[config.mk]
export PLATFORM = sky130hd
export DESIGN_NAME = edge_list_integer_parser_top
export DESIGN_NICKNAME = d
export VERILOG_FILES = /design/src/rtl/elip_pkg.sv /design/src/rtl/elip_step.sv /design/src/rtl/edge_list_integer_parser_top.sv
export SDC_FILE = /design/constraint.sdc
export NUM_CORES = 1
export LEC_CHECK = 0
export BUFFER_PORTS_ARGS = -buffer_cell sky130_fd_sc_hd__buf_2
export CAP_MARGIN = 10
export CORE_MARGIN = 3
export CORE_UTILIZATION = 44
export CTS_CLUSTER_SIZE = 12
export DETAILED_ROUTE_END_ITERATION = 16
export MAX_ROUTING_LAYER = met4
export SLEW_MARGIN = 20
export SYNTH_ARGS = -nofsm -noshare
export SYNTH_HDL_FRONTEND = slang
export SYNTH_HIERARCHICAL = 1
export SYNTH_SLANG_ARGS = --single-unit
[constraint.sdc]
create_clock -name clk -period 9.8 [get_ports clk]
set_clock_uncertainty 0.1 [all_clocks]
set_input_delay 0.98 -clock clk [delete_from_list [all_inputs] [get_ports clk]]
set_output_delay 0.98 -clock clk [all_outputs]
set_load 0.005 [all_outputs]
[src/rtl/elip_pkg.sv]
// elip_pkg: shared types and character codes for the edge list parser
// no dependencies; imported by elip_step and edge_list_integer_parser_top
package elip_pkg;

    // default magnitude width of the parsed numbers
    localparam int VALUE_BITS_DEF = 32;

    localparam int HDR_BITS   = 16;
    localparam int BYTE_BITS  = 8;
    localparam int LEFT_BITS  = 32;
    localparam int RIGHT_BITS = 31;
    localparam int DATA_BITS  = 64;
    localparam int USER_BITS  = 2;

    localparam logic [BYTE_BITS-1:0] CH_NL    = 8'h0a;
    localparam logic [BYTE_BITS-1:0] CH_TAB   = 8'h09;
    localparam logic [BYTE_BITS-1:0] CH_VT    = 8'h0b;
    localparam logic [BYTE_BITS-1:0] CH_FF    = 8'h0c;
    localparam logic [BYTE_BITS-1:0] CH_CR    = 8'h0d;
    localparam logic [BYTE_BITS-1:0] CH_SPACE = 8'h20;
    localparam logic [BYTE_BITS-1:0] CH_HASH  = 8'h23;
    localparam logic [BYTE_BITS-1:0] CH_STAR  = 8'h2a;
    localparam logic [BYTE_BITS-1:0] CH_PLUS  = 8'h2b;
    localparam logic [BYTE_BITS-1:0] CH_MINUS = 8'h2d;
    localparam logic [BYTE_BITS-1:0] CH_ZERO  = 8'h30;
    localparam logic [BYTE_BITS-1:0] CH_NINE  = 8'h39;

    // parser phase, one-hot
    typedef enum logic [7:0] {
        PH_HEADER  = 8'b0000_0001,
        PH_START   = 8'b0000_0010,
        PH_COMMENT = 8'b0000_0100,
        PH_LWS     = 8'b0000_1000,
        PH_LNUM    = 8'b0001_0000,
        PH_GAP     = 8'b0010_0000,
        PH_RNUM    = 8'b0100_0000,
        PH_TAIL    = 8'b1000_0000
    } phase_t;

    // control part of the per-line state
    typedef struct packed {
        phase_t                phase;
        logic [HDR_BITS-1:0]   header_count;
        logic                  left_negative;
        logic                  left_digits_seen;
        logic                  overflow_seen;
    } ctl_t;

    // one finished edge
    typedef struct packed {
        logic [LEFT_BITS-1:0]  left_vertex;
        logic [RIGHT_BITS-1:0] right_vertex;
        logic                  left_empty;
        logic                  saturated;
    } edge_t;

endpackage

[src/rtl/elip_step.sv]
// elip_step: next-state and result logic for one input byte
// depends on elip_pkg; pure combinational, registers live in the top level
module elip_step
    import elip_pkg::*;
#(
    parameter int VALUE_BITS = VALUE_BITS_DEF
) (
    input  logic [HDR_BITS-1:0]   header_lines,
    input  logic [BYTE_BITS-1:0]  byte_in,
    input  ctl_t                  ctl,
    input  logic [VALUE_BITS-1:0] left_acc,
    input  logic [VALUE_BITS-2:0] right_acc,
    output ctl_t                  ctl_next,
    output logic [VALUE_BITS-1:0] left_acc_next,
    output logic [VALUE_BITS-2:0] right_acc_next,
    output logic                  emit,
    output edge_t                 result
);

    localparam int AW = VALUE_BITS + 4;
    localparam logic [AW-1:0] POS_LIMIT = (AW'(1) << (VALUE_BITS - 1)) - AW'(1);

    logic                  is_nl;
    logic                  is_digit;
    logic                  is_space;
    logic                  is_cmt;
    logic                  hdr_hold;
    phase_t                ph0;
    phase_t                ph1;
    logic [AW-1:0]         digit;
    logic [AW-1:0]         l_prod;
    logic [AW-1:0]         l_cap;
    logic                  l_over;
    logic [VALUE_BITS-1:0] l_new;
    logic [AW-1:0]         r_prod;
    logic                  r_over;
    logic [VALUE_BITS-2:0] r_new;
    logic [VALUE_BITS-1:0] l_signed;

    assign is_nl    = (byte_in == CH_NL);
    assign is_digit = (byte_in >= CH_ZERO) && (byte_in <= CH_NINE);
    assign is_space = byte_in inside {CH_SPACE, CH_TAB, CH_VT, CH_FF, CH_CR};
    assign is_cmt   = (byte_in == CH_HASH) || (byte_in == CH_STAR);

    assign hdr_hold = (ctl.phase == PH_HEADER) && (ctl.header_count < header_lines);
    assign ph0      = (ctl.phase == PH_HEADER) ? PH_START : ctl.phase;
    assign ph1      = (ph0 == PH_START) ? PH_LWS : ph0;

    // acc*10 + d against the cap; exceeding the cap saturates
    assign digit  = AW'(byte_in[3:0]);
    assign l_prod = (AW'(left_acc) << 3) + (AW'(left_acc) << 1) + digit;
    assign l_cap  = POS_LIMIT + AW'(ctl.left_negative);
    assign l_over = (l_prod > l_cap);
    assign l_new  = l_over ? l_cap[VALUE_BITS-1:0] : l_prod[VALUE_BITS-1:0];

    assign r_prod = (AW'(right_acc) << 3) + (AW'(right_acc) << 1) + digit;
    assign r_over = (r_prod > POS_LIMIT);
    assign r_new  = r_over ? POS_LIMIT[VALUE_BITS-2:0] : r_prod[VALUE_BITS-2:0];

    // result from the state held before the newline
    assign l_signed = ctl.left_negative ? ({VALUE_BITS{1'b0}} - left_acc) : left_acc;
    assign result.left_vertex  = LEFT_BITS'(signed'(l_signed));
    assign result.right_vertex = RIGHT_BITS'(right_acc);
    assign result.left_empty   = !ctl.left_digits_seen;
    assign result.saturated    = ctl.overflow_seen;

    always_comb
    begin
        ctl_next       = ctl;
        left_acc_next  = left_acc;
        right_acc_next = right_acc;
        emit           = 1'b0;

        if (hdr_hold)
        begin
            if (is_nl)
            begin
                ctl_next.header_count = ctl.header_count + HDR_BITS'(1);
            end
        end
        else if (ph0 == PH_COMMENT)
        begin
            ctl_next.phase = is_nl ? PH_START : PH_COMMENT;
        end
        else if ((ph0 == PH_START) && is_cmt)
        begin
            ctl_next.phase = PH_COMMENT;
        end
        else if (is_nl)
        begin
            emit                      = 1'b1;
            ctl_next.phase            = PH_START;
            ctl_next.left_negative    = 1'b0;
            ctl_next.left_digits_seen = 1'b0;
            ctl_next.overflow_seen    = 1'b0;
            left_acc_next             = '0;
            right_acc_next            = '0;
        end
        else
        begin
            ctl_next.phase = ph1;
            unique case (ph1)
                PH_LWS:
                begin
                    if (is_space)
                    begin
                        ctl_next.phase = PH_LWS;
                    end
                    else if (byte_in == CH_PLUS)
                    begin
                        ctl_next.left_negative = 1'b0;
                        ctl_next.phase         = PH_LNUM;
                    end
                    else if (byte_in == CH_MINUS)
                    begin
                        ctl_next.left_negative = 1'b1;
                        ctl_next.phase         = PH_LNUM;
                    end
                    else if (is_digit)
                    begin
                        left_acc_next             = l_new;
                        ctl_next.left_digits_seen = 1'b1;
                        ctl_next.overflow_seen    = ctl.overflow_seen | l_over;
                        ctl_next.phase            = PH_LNUM;
                    end
                    else
                    begin
                        ctl_next.phase = PH_GAP;
                    end
                end
                PH_LNUM:
                begin
                    if (is_digit)
                    begin
                        left_acc_next             = l_new;
                        ctl_next.left_digits_seen = 1'b1;
                        ctl_next.overflow_seen    = ctl.overflow_seen | l_over;
                    end
                    else
                    begin
                        ctl_next.phase = PH_GAP;
                    end
                end
                PH_GAP:
                begin
                    if (is_digit)
                    begin
                        right_acc_next         = r_new;
                        ctl_next.overflow_seen = ctl.overflow_seen | r_over;
                        ctl_next.phase         = PH_RNUM;
                    end
                end
                PH_RNUM:
                begin
                    if (is_digit)
                    begin
                        right_acc_next         = r_new;
                        ctl_next.overflow_seen = ctl.overflow_seen | r_over;
                    end
                    else
                    begin
                        ctl_next.phase = PH_TAIL;
                    end
                end
                PH_TAIL:
                begin
                    ctl_next.phase = PH_TAIL;
                end
                default:
                begin
                    ctl_next.phase = ph1;
                end
            endcase
        end
    end

endmodule

[src/rtl/edge_list_integer_parser_top.sv]
// edge_list_integer_parser_top: streaming edge list text parser, top level
// depends on elip_pkg and elip_step
//
// takes ascii text one byte per word on s_axis and returns one edge word on
// m_axis for every edge line, at that line's newline. the first header_lines
// lines are dropped (the register is only looked at before the first edge
// line, so write it right after reset); lines that start with '#' or '*' are
// comments. the first number is read like strtol (white space, sign, digits),
// the second as a plain digit run, the rest of the line is ignored. numbers
// saturate to the VALUE_BITS signed range and set the saturated flag; a
// first number with no digits reads as 0 with left_empty set. throughput is
// one byte per clock while s_axis_tready is high: the whole per-byte update
// is one pass through the step logic into the state registers. an edge
// appears on m_axis in the cycle after its newline is taken. s_axis_tready
// only drops while a finished edge sits in the output register and the sink
// is not taking it. no memories, so no clearing pass after reset.
module edge_list_integer_parser_top
    import elip_pkg::*;
#(
    parameter int VALUE_BITS = VALUE_BITS_DEF
) (
    input  logic                  clk,
    input  logic                  rst_n,

    // configuration: header_lines
    input  logic                  cfg_we,
    input  logic [HDR_BITS-1:0]   cfg_wdata,

    // input text
    input  logic                  s_axis_tvalid,
    output logic                  s_axis_tready,
    input  logic [BYTE_BITS-1:0]  s_axis_tdata,   // [7:0] byte_in

    // parsed edges
    output logic                  m_axis_tvalid,
    input  logic                  m_axis_tready,
    output logic [DATA_BITS-1:0]  m_axis_tdata,   // [31:0] left_vertex, [62:32] right_vertex,
                                                  // [63] zero
    output logic [USER_BITS-1:0]  m_axis_tuser    // [0] left_empty, [1] saturated
);

    localparam logic [VALUE_BITS-1:0] LEFT_MAX = VALUE_BITS'(1) << (VALUE_BITS - 1);

    logic [HDR_BITS-1:0]   header_lines_reg;
    ctl_t                  ctl_reg;
    ctl_t                  ctl_next;
    logic [VALUE_BITS-1:0] left_acc_reg;
    logic [VALUE_BITS-1:0] left_acc_next;
    logic [VALUE_BITS-2:0] right_acc_reg;
    logic [VALUE_BITS-2:0] right_acc_next;
    logic                  emit;
    edge_t                 result;
    edge_t                 out_reg;
    logic                  out_valid_reg;
    logic                  in_acc;

    // output register free or draining this cycle
    assign s_axis_tready = !out_valid_reg || m_axis_tready;
    assign in_acc        = s_axis_tvalid && s_axis_tready;

    elip_step #(
        .VALUE_BITS (VALUE_BITS)
    ) u_step (
        .header_lines   (header_lines_reg),
        .byte_in        (s_axis_tdata),
        .ctl            (ctl_reg),
        .left_acc       (left_acc_reg),
        .right_acc      (right_acc_reg),
        .ctl_next       (ctl_next),
        .left_acc_next  (left_acc_next),
        .right_acc_next (right_acc_next),
        .emit           (emit),
        .result         (result)
    );

    // configuration register
    always_ff @(posedge clk or negedge rst_n)
    begin
        if (!rst_n)
        begin
            header_lines_reg <= '0;
        end
        else if (cfg_we)
        begin
            header_lines_reg <= cfg_wdata;
        end
    end

    // parser state, advanced once per accepted byte
    always_ff @(posedge clk or negedge rst_n)
    begin
        if (!rst_n)
        begin
            ctl_reg.phase            <= PH_HEADER;
            ctl_reg.header_count     <= '0;
            ctl_reg.left_negative    <= 1'b0;
            ctl_reg.left_digits_seen <= 1'b0;
            ctl_reg.overflow_seen    <= 1'b0;
            left_acc_reg             <= '0;
            right_acc_reg            <= '0;
        end
        else if (in_acc)
        begin
            ctl_reg       <= ctl_next;
            left_acc_reg  <= left_acc_next;
            right_acc_reg <= right_acc_next;
        end
    end

    // output register valid flag
    always_ff @(posedge clk or negedge rst_n)
    begin
        if (!rst_n)
        begin
            out_valid_reg <= 1'b0;
        end
        else if (in_acc && emit)
        begin
            out_valid_reg <= 1'b1;
        end
        else if (m_axis_tready)
        begin
            out_valid_reg <= 1'b0;
        end
    end

    // output payload, no reset needed
    always_ff @(posedge clk)
    begin
        if (in_acc && emit)
        begin
            out_reg <= result;
        end
    end

    assign m_axis_tvalid = out_valid_reg;
    assign m_axis_tdata  = {1'b0, out_reg.right_vertex, out_reg.left_vertex};
    assign m_axis_tuser  = {out_reg.saturated, out_reg.left_empty};

`ifndef SYNTH
    // a newline on an edge line must show up on the output next cycle
    assert property (@(posedge clk) disable iff (!rst_n)
        (in_acc && emit) |=> m_axis_tvalid)
        else $error("edge word lost after newline");

    // line state is cleared after every emitted edge
    assert property (@(posedge clk) disable iff (!rst_n)
        (in_acc && emit) |=> (left_acc_reg == '0 && right_acc_reg == '0
                              && !ctl_reg.overflow_seen && !ctl_reg.left_digits_seen
                              && ctl_reg.phase == PH_START))
        else $error("line state not cleared after edge");

    // comment lines never produce an edge
    assert property (@(posedge clk) disable iff (!rst_n)
        (in_acc && ctl_reg.phase == PH_COMMENT) |-> !emit)
        else $error("edge emitted inside a comment line");

    // first magnitude never passes the negative limit
    assert property (@(posedge clk) disable iff (!rst_n)
        left_acc_reg <= LEFT_MAX)
        else $error("left accumulator beyond saturation limit");
`endif

endmodule

Word-level counts from Yosys, hierarchy flattened --
Index checks and enable logic that the tools add are counted.
Storage, ports and cells: input bits 29, output and inout port bits 68, word-level logic and storage cells 120, bits in registers 172
Cells by class: bitwise operators 5, $lt $le $gt $ge 5, reduce and logical (&&, ||, !) cells 24, multiplexer cells 43, eq/ne operators 23, add/sub/neg operators 7
Operators by type and width (count):
- 2-to-1 mux 32 bit | 7
- 2-to-1 mux 31 bit | 4
- 2-to-1 mux 8 bit | 10
- adder 36 x 4 -> 36 bit | 2
- case mux 32 bit (2 select lines) | 1
- equality test 8 x 4 -> 1 bit (second input constant) | 6
- equality test 8 x 6 -> 1 bit (second input constant) | 6
- case mux 8 bit (5 select lines) | 1
- adder 35 x 33 -> 36 bit | 1
- > comparator 36 x 31 -> 1 bit (second input constant) | 1
- > comparator 36 bit | 1
- adder 34 x 32 -> 35 bit | 1
- adder 31 x 1 -> 32 bit (first input constant) | 1
- subtractor 1 x 32 -> 32 bit (first input constant) | 1
- adder 16 x 1 -> 16 bit (second input constant) | 1
- < comparator 16 bit | 1
- 2-to-1 mux 6 bit | 2
- 2-to-1 mux 1 bit | 10
- 2-to-1 mux 3 bit | 3
- != test 3 x 2 -> 1 bit (second input constant) | 3
- AND reduction 9 bit | 1
- equality test 8 x 1 -> 1 bit (second input constant) | 1
- equality test 8 x 2 -> 1 bit (second input constant) | 1
- equality test 8 x 3 -> 1 bit (second input constant) | 1
- other kinds (25) | 40

Longest topological paths before layout --
Gate-level depths: netlist of the first run.
depth after elaboration 10, depth in mapped cells 25, gate-level depth less buffers 23

By module --
Netlist of the first run, hierarchy kept.
Modules (own cells, without submodules):
- elip_step | times used 1, area each 8296.7 µm², cells each 1182, sequential area each 0.0 µm²
- edge_list_integer_parser_top | times used 1, area each 6023.3 µm², cells each 296, sequential area each 4630.7 µm²

Least setup slack after synthesis of the first run --
No wires, ideal clock.
path type input-to-reg, from input port s_axis_tdata[7], to register out_reg (netlist bit m_axis_tdata[0]), enable pin, path buffers 0, arrival 5280 ps, path slack 3923 ps, setup time 496 ps, cell stages on the path 7, data required time 9204 ps, cell sequence nor3_1 -> nand2_1 -> nor4_1 -> nand3_1 -> inv_1 -> nand2_1 -> nor2b_1
On the way: longest elaborated chain between the ends 7, elaborated cells between the ends (all ways) 10, classes of those cells eq/ne: 3; mux: 4; reduce/logical: 3
Ends and longest elaborated chain:
- from (decl) | RTL line edge_list_integer_parser_top.sv:32 | input logic [BYTE_BITS-1:0] s_axis_tdata,
- equality test 8 x 6 -> 1 bit | RTL line elip_step.sv:43 | assign is_cmt = (byte_in == CH_HASH) || (byte_in == CH_STAR);
- logical OR 1 bit | RTL line elip_step.sv:43
- logical AND 1 bit | RTL line elip_step.sv:85 | else if ((ph0 == PH_START) && is_cmt)
- 2-to-1 mux 1 bit * | RTL line elip_step.sv:85
- 2-to-1 mux 1 bit * | RTL line elip_step.sv:81 | else if (ph0 == PH_COMMENT)
- 2-to-1 mux 1 bit * | RTL line elip_step.sv:74 | if (hdr_hold)
- via emit | RTL line edge_list_integer_parser_top.sv:51 | logic emit;
- logical AND 1 bit * | RTL line edge_list_integer_parser_top.sv:130 | if (in_acc && emit)
- to (signal assigned) | RTL line edge_list_integer_parser_top.sv:132 | out_reg <= result;
- to (decl) | RTL line edge_list_integer_parser_top.sv:53 | edge_t out_reg;
Mark *: on every way through the listed nets, which the timed path passes. The rest lies on a longest branch. A chain may end at the register's enable or synchronous reset.

Worst setup path in the final report of the first run --
from input port s_axis_tdata[3], to register left_acc_reg[15]
On the way: longest elaborated chain between the ends 9, elaborated cells between the ends (all ways) 31, classes of those cells add/sub: 1; order compare: 3; eq/ne: 13; mux: 7; bitwise: 1; reduce/logical: 6
Ends and longest elaborated chain:
- adder 36 x 4 -> 36 bit | RTL line elip_step.sv:51 | assign l_prod = (AW'(left_acc) << 3) + (AW'(left_acc) << 1) + digit;
- > comparator 36 bit | RTL line elip_step.sv:53 | assign l_over = (l_prod > l_cap);
- 2-to-1 mux 32 bit | RTL line elip_step.sv:54 | assign l_new = l_over ? l_cap[VALUE_BITS-1:0] : l_prod[VALUE_BITS-1:0];
- 2-to-1 mux 32 bit | RTL line elip_step.sv:119, elip_step.sv:133
- 2-to-1 mux 32 bit | RTL line elip_step.sv:114 | else if (byte_in == CH_MINUS)
- 2-to-1 mux 32 bit | RTL line elip_step.sv:109 | else if (byte_in == CH_PLUS)
- 2-to-1 mux 32 bit | RTL line elip_step.sv:105 | if (is_space)
- case mux 32 bit (2 select lines) | RTL line elip_step.sv:102 | unique case (ph1)
- 2-to-1 mux 32 bit | RTL line elip_step.sv:89 | else if (is_nl)
- to (signal assigned) | RTL line edge_list_integer_parser_top.sv:105 | left_acc_reg <= left_acc_next;
- to (decl) | RTL line edge_list_integer_parser_top.sv:47 | logic [VALUE_BITS-1:0] left_acc_reg;
Several ways; a longest one is shown, not always the timed one. The select of a mux whose other input is x is not followed.

==> results of run 1 <==
==> metal layers <==
layer / GRT usage (%) / wire length, um
met1: 27.4 / 16600
met2: 31.5 / 15700
met3: 3.17 / 1370
met4: 5.41 / 527
met5: - / 0
==> path summary, 6_finish.rpt <==
check                                         end             from  slack [ns]
worst min-delay path              m_axis_tuser[1]       ctl_reg[0]        0.39
worst max register to register   left_acc_reg[15]  left_acc_reg[2]        3.21
worst max-delay path             left_acc_reg[15]  s_axis_tdata[3]        3.06
min in group asynchronous       right_acc_reg[29]            rst_n        0.47
worst min register to register    m_axis_tuser[1]       ctl_reg[0]        0.39
max in group asynchronous              ctl_reg[2]            rst_n        7.80
==> logic make-up (layout without fill, tap and decap cells) <==
family	after synthesis	in the layout	synth area share [%]
AO/OA/AOI/OAI	416	416	18.2
XOR/XNOR	103	103	6.30
adder cells (fa/ha/maj)	177	177	15.7
buffers and inverters	144	183	5.43
flip-flops	172	172	32.3
multiplexers	113	113	9.10
other	1	3	0.0262
AND/OR/NAND/NOR	352	352	12.9
==> worst reg2reg max path: cells and delay by family, from the launching register on <==
family | cells | cell delay [ns]
compound gates | 11 | 2.19
xor+xnor | 1 | 0.20
fa+ha+maj | 3 | 1.34
buf+inv | 1 | 0.37
flops | 1 | 0.57
mux | 2 | 0.50
simple gates | 4 | 1.24
==> power by group <==
part	switching, mW	internal (mW)
registers	0.118	0.892
logic	0.829	0.714
clock network	0.284	0.354
total	1.23	1.96
==> metrics by stage <==
| step | worst slack (ns) | power (mW) | cell area [um2] |
|---|---|---|---|
| final | 3.06 | 3.19 | 15400 |
| after global routing | 2.57 | 3.43 | 15400 |
| after CTS | 3.10 | 3.21 | 15400 |
| after detailed placement | 2.62 | 2.55 | 14800 |
| after global placement | 2.77 | 2.53 | 14800 |
| after floorplan | 3.92 | 2.29 | 14300 |
==> synthesized netlist by cell type (15+ instances only) <==
cell type  instances
clkbuf_1          35
a21oi_1          137
o211ai_1          17
nand4_1           20
dfrtp_1          106
xnor2_1           76
o21ai_0           78
buf_2             15
ha_1             173
a21o_1            38
mux2_2            97
nor2b_1           16
edfxtp_1          65
o21ai_1           26
nor3_1            18
nand2_1          109
a31oi_1           28
xor2_1            27
buf_4             36
nor2_1            61
inv_1             46
nand3_1           37
nand2b_1          16
==> final cells by class <==
class | count | area share (%)
multi-input cells | 1162 | 58.1
repair buffers | 105 | 3.60
clock inverters | 8 | 0.448
flip-flops and latches | 172 | 30.2
well taps | 435 | 3.54
clock buffers | 24 | 3.01
diodes | 2 | 0.0326
inverters | 46 | 1.12
==> run_results.csv, run 1 <==
group,metric,value,unit
status,outcome,"finished clean",
timing,post-route-period-util,68.8,%
critical_path,critPathLaunchType,"input pin",
critical_path,worstPathRequired,10.03,ns
critical_path,slowest_stage,"and4_1",
critical_path,worst_r2r_path_depth,22,
global_routing,grt_max_degree,60,
critical_path,end_kind,"flip-flop",
logic_synthesis,synth_area_per_cell,9.69,um2
finish,syn2layout_area_growth,7.24,%
timing,tightest_slew,1.01,ns
finish,final_util,48.3,%
timing,setup_tns,0,ns
logic_synthesis,synth_nets,1684,
clock_network,cts_tree,"done",
critical_path,criticalPathCategory,"input pin to flip-flop",
die,start_util,45.0,%
timing,slew_violations,0,
clock_network,cts_setup_buffers,0,
placement,placedCellCount,1920,
logic_synthesis,seq_area_frac_synth,32.3,%
finish,stdcell_count,1954,
timing,rsz0062_at_grt,"false",
timing,max_slew_margin,32.8,%
routing,wl,34200,um
logic_synthesis,synth_area_leaders,"dfrtp_1 (19%), ha_1 (15%), edfxtp_1 (14%)",
logic_synthesis,ys.flop_type,"dfrtp_1",
critical_path,cp.buffers_inverters,2,
routing,viasPerCell,5.74,
logic_synthesis,synth_top_cell_area_share,18.5,%
clock_network,ctsResizeCount,0,
global_routing,grt_pass1_vias,10700,
pwr,power_density,208,nW/um2
logic_synthesis,synth_cell_types,85,
clock_network,worstSkewPairLatency,0.44,ns
logic_synthesis,syn-cell-area,14300,um2
routing,wl_per_cell,17.5,um
die,row_count,65,
critical_path,critPathTopFamily,"compound AO/OA/AOI/OAI gates",
clock_network,cts-buffers-inserted,17,
finish,largest_reg_flops,63,
finish,nNetsFinal,1710,
worst_hold_path,hold_class,"flip-flop to flip-flop",
die,die_h,186,um
critical_path,cp_max_fo,21,
logic_synthesis,ys_ff_latch,172,
finish,seq_area,4630,um2
worst_hold_path,whs_path_depth,0,
routing,drt_iter0_markers,676,
die,die_area,34700,um2
pwr,leakagePower,7.27,nW
critical_path,worstPathCellList,"buf_2 > fa_1 > fa_1 > a211oi_1 > o21ai_1 > o2111ai_1 > nand3_1 > o31a_1 > o21a_1 > nor2_1 > xnor2_1 > ha_1 > nand2_1 > o21ai_0 > a221oi_1 > o21ai_0 > a21oi_1 > o221a_1 > and4_1 > buf_4 > mux2i_1 > o21ai_1 > mux2_2",
finish,drive_gt1_share,17.9,%
critical_path,cp.arrival,6.98,ns
finish,final_common_cell,"ha_1",
timing,hold_violations,0,
logic_synthesis,async_flop_share,62.2,%
logic_synthesis,synth-warning-count,6,
timing,worst_hold_slack,0.388,ns
global_routing,track_usage,20.1,%
global_routing,grt_pass1_wl,56200,um
global_routing,grt_antenna_before_repair,2,
timing,setup_violations,0,
timing,fmax,148,MHz
clock_network,ctsRootBufferMaster,"clkbuf_16",
die,fp.dieW,186,um
global_routing,grt-ovfl-total,0,
critical_path,crit_path_max_incr_delay,0.80,ns
clock_network,clk_path_buf_depth,2,
finish,multi_input_area,8920,um2
logic_synthesis,synth_edf_count,65,
die,io_pins,97,
logic_synthesis,synth_top_area_cell,"dfrtp_1",
routing,vias,11200,
routing,antenna_left,0,
routing,post-route-drc-count,0,
timing,period_needed,6.74,ns
finish,filler_cell_count,2999,
clock_network,clk_pin_slew,0.07,ns
finish,layout_common_cells,"ha_1 (173), a21oi_1 (137), nand2_1 (109), dfrtp_1 (105), mux2_2 (97)",
placement,place_hpwl,24800,um
critical_path,path_depth,23,
clock_network,htree_num_levels,4,
routing,firstDrtPassIters,5,
placement,place.port_buffers,95,
placement,gp_congestion,0.910,
die,core,31800,um2
pwr,vdd_drop_max,0.133,mV
clock_network,ctsHoldBuffers,0,
logic_synthesis,synth_cells,1478,
flow_run,cap_violations,0,
clock_network,numClockSinks,172,
Power figures use the tool's default switching activity.
==> run 2: changes to the inputs <==
==> constraint.sdc (replaced) <==
create_clock -name clk -period 6.5 [get_ports clk]
set_clock_uncertainty 0.1 [all_clocks]
set_input_delay 0.65 -clock clk [delete_from_list [all_inputs] [get_ports clk]]
set_output_delay 0.65 -clock clk [all_outputs]
set_load 0.005 [all_outputs]
==> run 2 against run 1 <==
Net effect:
- via count down 0.82%
- final area increased by 0.77%
- register-to-register slack worse by 2.8 ns
- sequential cell count stayed put
- global-route usage is 0.46 points higher
- non-clock buffer count grew 5
- die area did not move
- setup slack worse by 2.6 ns
- core utilization grew 0.37 points
- final cell count increased by 0.26%
- clock-buffer cell count shrank 7
- critical path type is now flip-flop to flip-flop
==> run_results.csv, run 2 (synthesis gave the netlist of run 1 again) <==
group,metric,value,unit
clock_network,clk_pin_slew,0.08,ns
finish,stdcell_count,1959,
critical_path,criticalPathCategory,"flip-flop to flip-flop",
finish,drive_gt1_share,18.7,%
finish,largest_reg_flops,63,
routing,firstDrtPassIters,7,
routing,post-route-drc-count,0,
finish,syn2layout_area_growth,8.06,%
global_routing,grt_antenna_before_repair,2,
critical_path,worstPathRequired,6.75,ns
finish,final_util,48.7,%
pwr,power_density,319,nW/um2
clock_network,cts_setup_buffers,0,
clock_network,clk_path_buf_depth,2,
finish,layout_common_cells,"ha_1 (173), a21oi_1 (137), nand2_1 (109), dfrtp_1 (104), mux2_2 (97)",
global_routing,grt_pass1_wl,57400,um
clock_network,ctsResizeCount,0,
pwr,vdd_drop_max,0.210,mV
clock_network,ctsHoldBuffers,0,
global_routing,grt_max_degree,66,
die,core,31800,um2
placement,placed_area,14900,um2
finish,nNetsFinal,1715,
finish,final_common_cell,"ha_1",
critical_path,cp.arrival,6.30,ns
placement,place_hpwl,25100,um
global_routing,grt-ovfl-total,0,
clock_network,numClockSinks,172,
die,die_h,186,um
die,io_pins,97,
clock_network,ctsRootBufferMaster,"clkbuf_16",
routing,drt_iter0_markers,666,
critical_path,critPathLaunchType,"flip-flop",
routing,wl_per_cell,17.6,um
critical_path,cp_max_fo,21,
timing,rsz0062_at_grt,"false",
clock_network,cts-buffers-inserted,17,
timing,setup_tns,0,ns
die,start_util,45.0,%
finish,fin_area,15500,um2
routing,viasPerCell,5.68,
pwr,leakagePower,7.33,nW
timing,hold_violations,0,
global_routing,track_usage,20.6,%
status,outcome,"finished clean",
placement,placedCellCount,1925,
routing,antenna_left,0,
timing,setup_violations,0,
timing,tightest_slew,0.973,ns
clock_network,cts_tree,"done",
clock_network,htree_num_levels,4,
placement,place.port_buffers,95,
die,die_area,34700,um2
flow_run,cap_violations,0,
critical_path,end_kind,"flip-flop",
routing,wl,34500,um
die,fp.dieW,186,um
timing,worst_hold_slack,0.221,ns
routing,vias,11100,
clock_network,worstSkewPairLatency,0.46,ns
placement,gp_congestion,0.930,
timing,slew_violations,0,
die,row_count,65,
timing,fmax,165,MHz
global_routing,grt_pass1_vias,10800,
timing,max_slew_margin,34.9,%
worst_hold_path,hold_class,"input pin to async pin",
timing,period_needed,6.05,ns
timing,post-route-period-util,93.1,%
==> run 2: changes by cell type in the layout (fill, tap and decap cells not counted), moves of 2 or more <==
cell,before,now
inv_6,0,3
buf_12,0,2
clkinv_2,3,0
clkinv_8,0,2
clkbuf_1,6,0
inv_8,0,4
clkinv_4,0,2
buf_4,11,14
==> run 2: worst max-delay path, cell delays in order (launching register included) <==
cell and delay (ns):
dfrtp_2 0.49, fa_1 0.54, fa_1 0.50, a211oi_1 0.24, o21ai_1 0.21, o2111ai_1 0.38, nand3_2 0.22, o31a_1 0.30
o21a_1 0.17, nor2_1 0.13, xnor2_1 0.20, ha_1 0.29, nand2_1 0.07, o21ai_0 0.09, a221oi_1 0.28, o21ai_0 0.12
a21oi_1 0.16, o221a_1 0.19, and4_1 0.26, buf_12 0.19, nor2_8 0.08, buf_4 0.21, a21oi_1 0.15, o21ai_1 0.07
mux2_2 0.29
==> run 2: layer usage <==
metal	routed length (um)	vias to the layer above	GRT usage (%)
met2	15800	210	31.9
met4	376	0	4.51
met5	0	-	-
met1	17000	5366	28.5
li1	-	5532	-
met3	1440	22	3.42
==> run 2: final timing paths <==
check,start,endpoint,slack [ns],depth (start not counted)
hold / removal,rst_n,right_acc_reg[29],0.22,1
min in group clk,cfg_wdata[7],header_lines_reg[7],0.32,2
setup reg to reg,left_acc_reg[0],left_acc_reg[17],0.45,24
hold reg to reg,ctl_reg[0],m_axis_tuser[1],0.39,0
max in group asynchronous,rst_n,right_acc_reg[21],4.91,2
setup / recovery,left_acc_reg[0],left_acc_reg[17],0.45,24
==> run 2: final cells by class <==
class / count / area, um2
Antenna cell: 2 / 5.00
Clock buffer: 17 / 425
Clock inverter: 15 / 149
Fill cell: 3006 / 16300
Inverter: 46 / 173
Multi-Input combinational cell: 1162 / 8930
Sequential cell: 172 / 4630
Tap cell: 435 / 544
Timing Repair Buffer: 110 / 616
==> run 2: through the flow <==
| stage | total power, mW | setup WS (ns) |
|---|---|---|
| floorplan | 3.46 | 0.953 |
| global placement | 3.87 | 0.195 |
| detailed placement | 3.91 | 0.0693 |
| CTS | 4.97 | 0.331 |
| global route | 5.31 | 0.0149 |
| finish | 4.93 | 0.446 |
==> run 2: power breakdown <==
part | switching (mW) | internal (mW) | total [mW]
Sequential | 0.169 | 1.34 | 1.51
Combinational | 1.28 | 1.10 | 2.39
Clock | 0.519 | 0.511 | 1.03
Total | 1.97 | 2.96 | 4.93
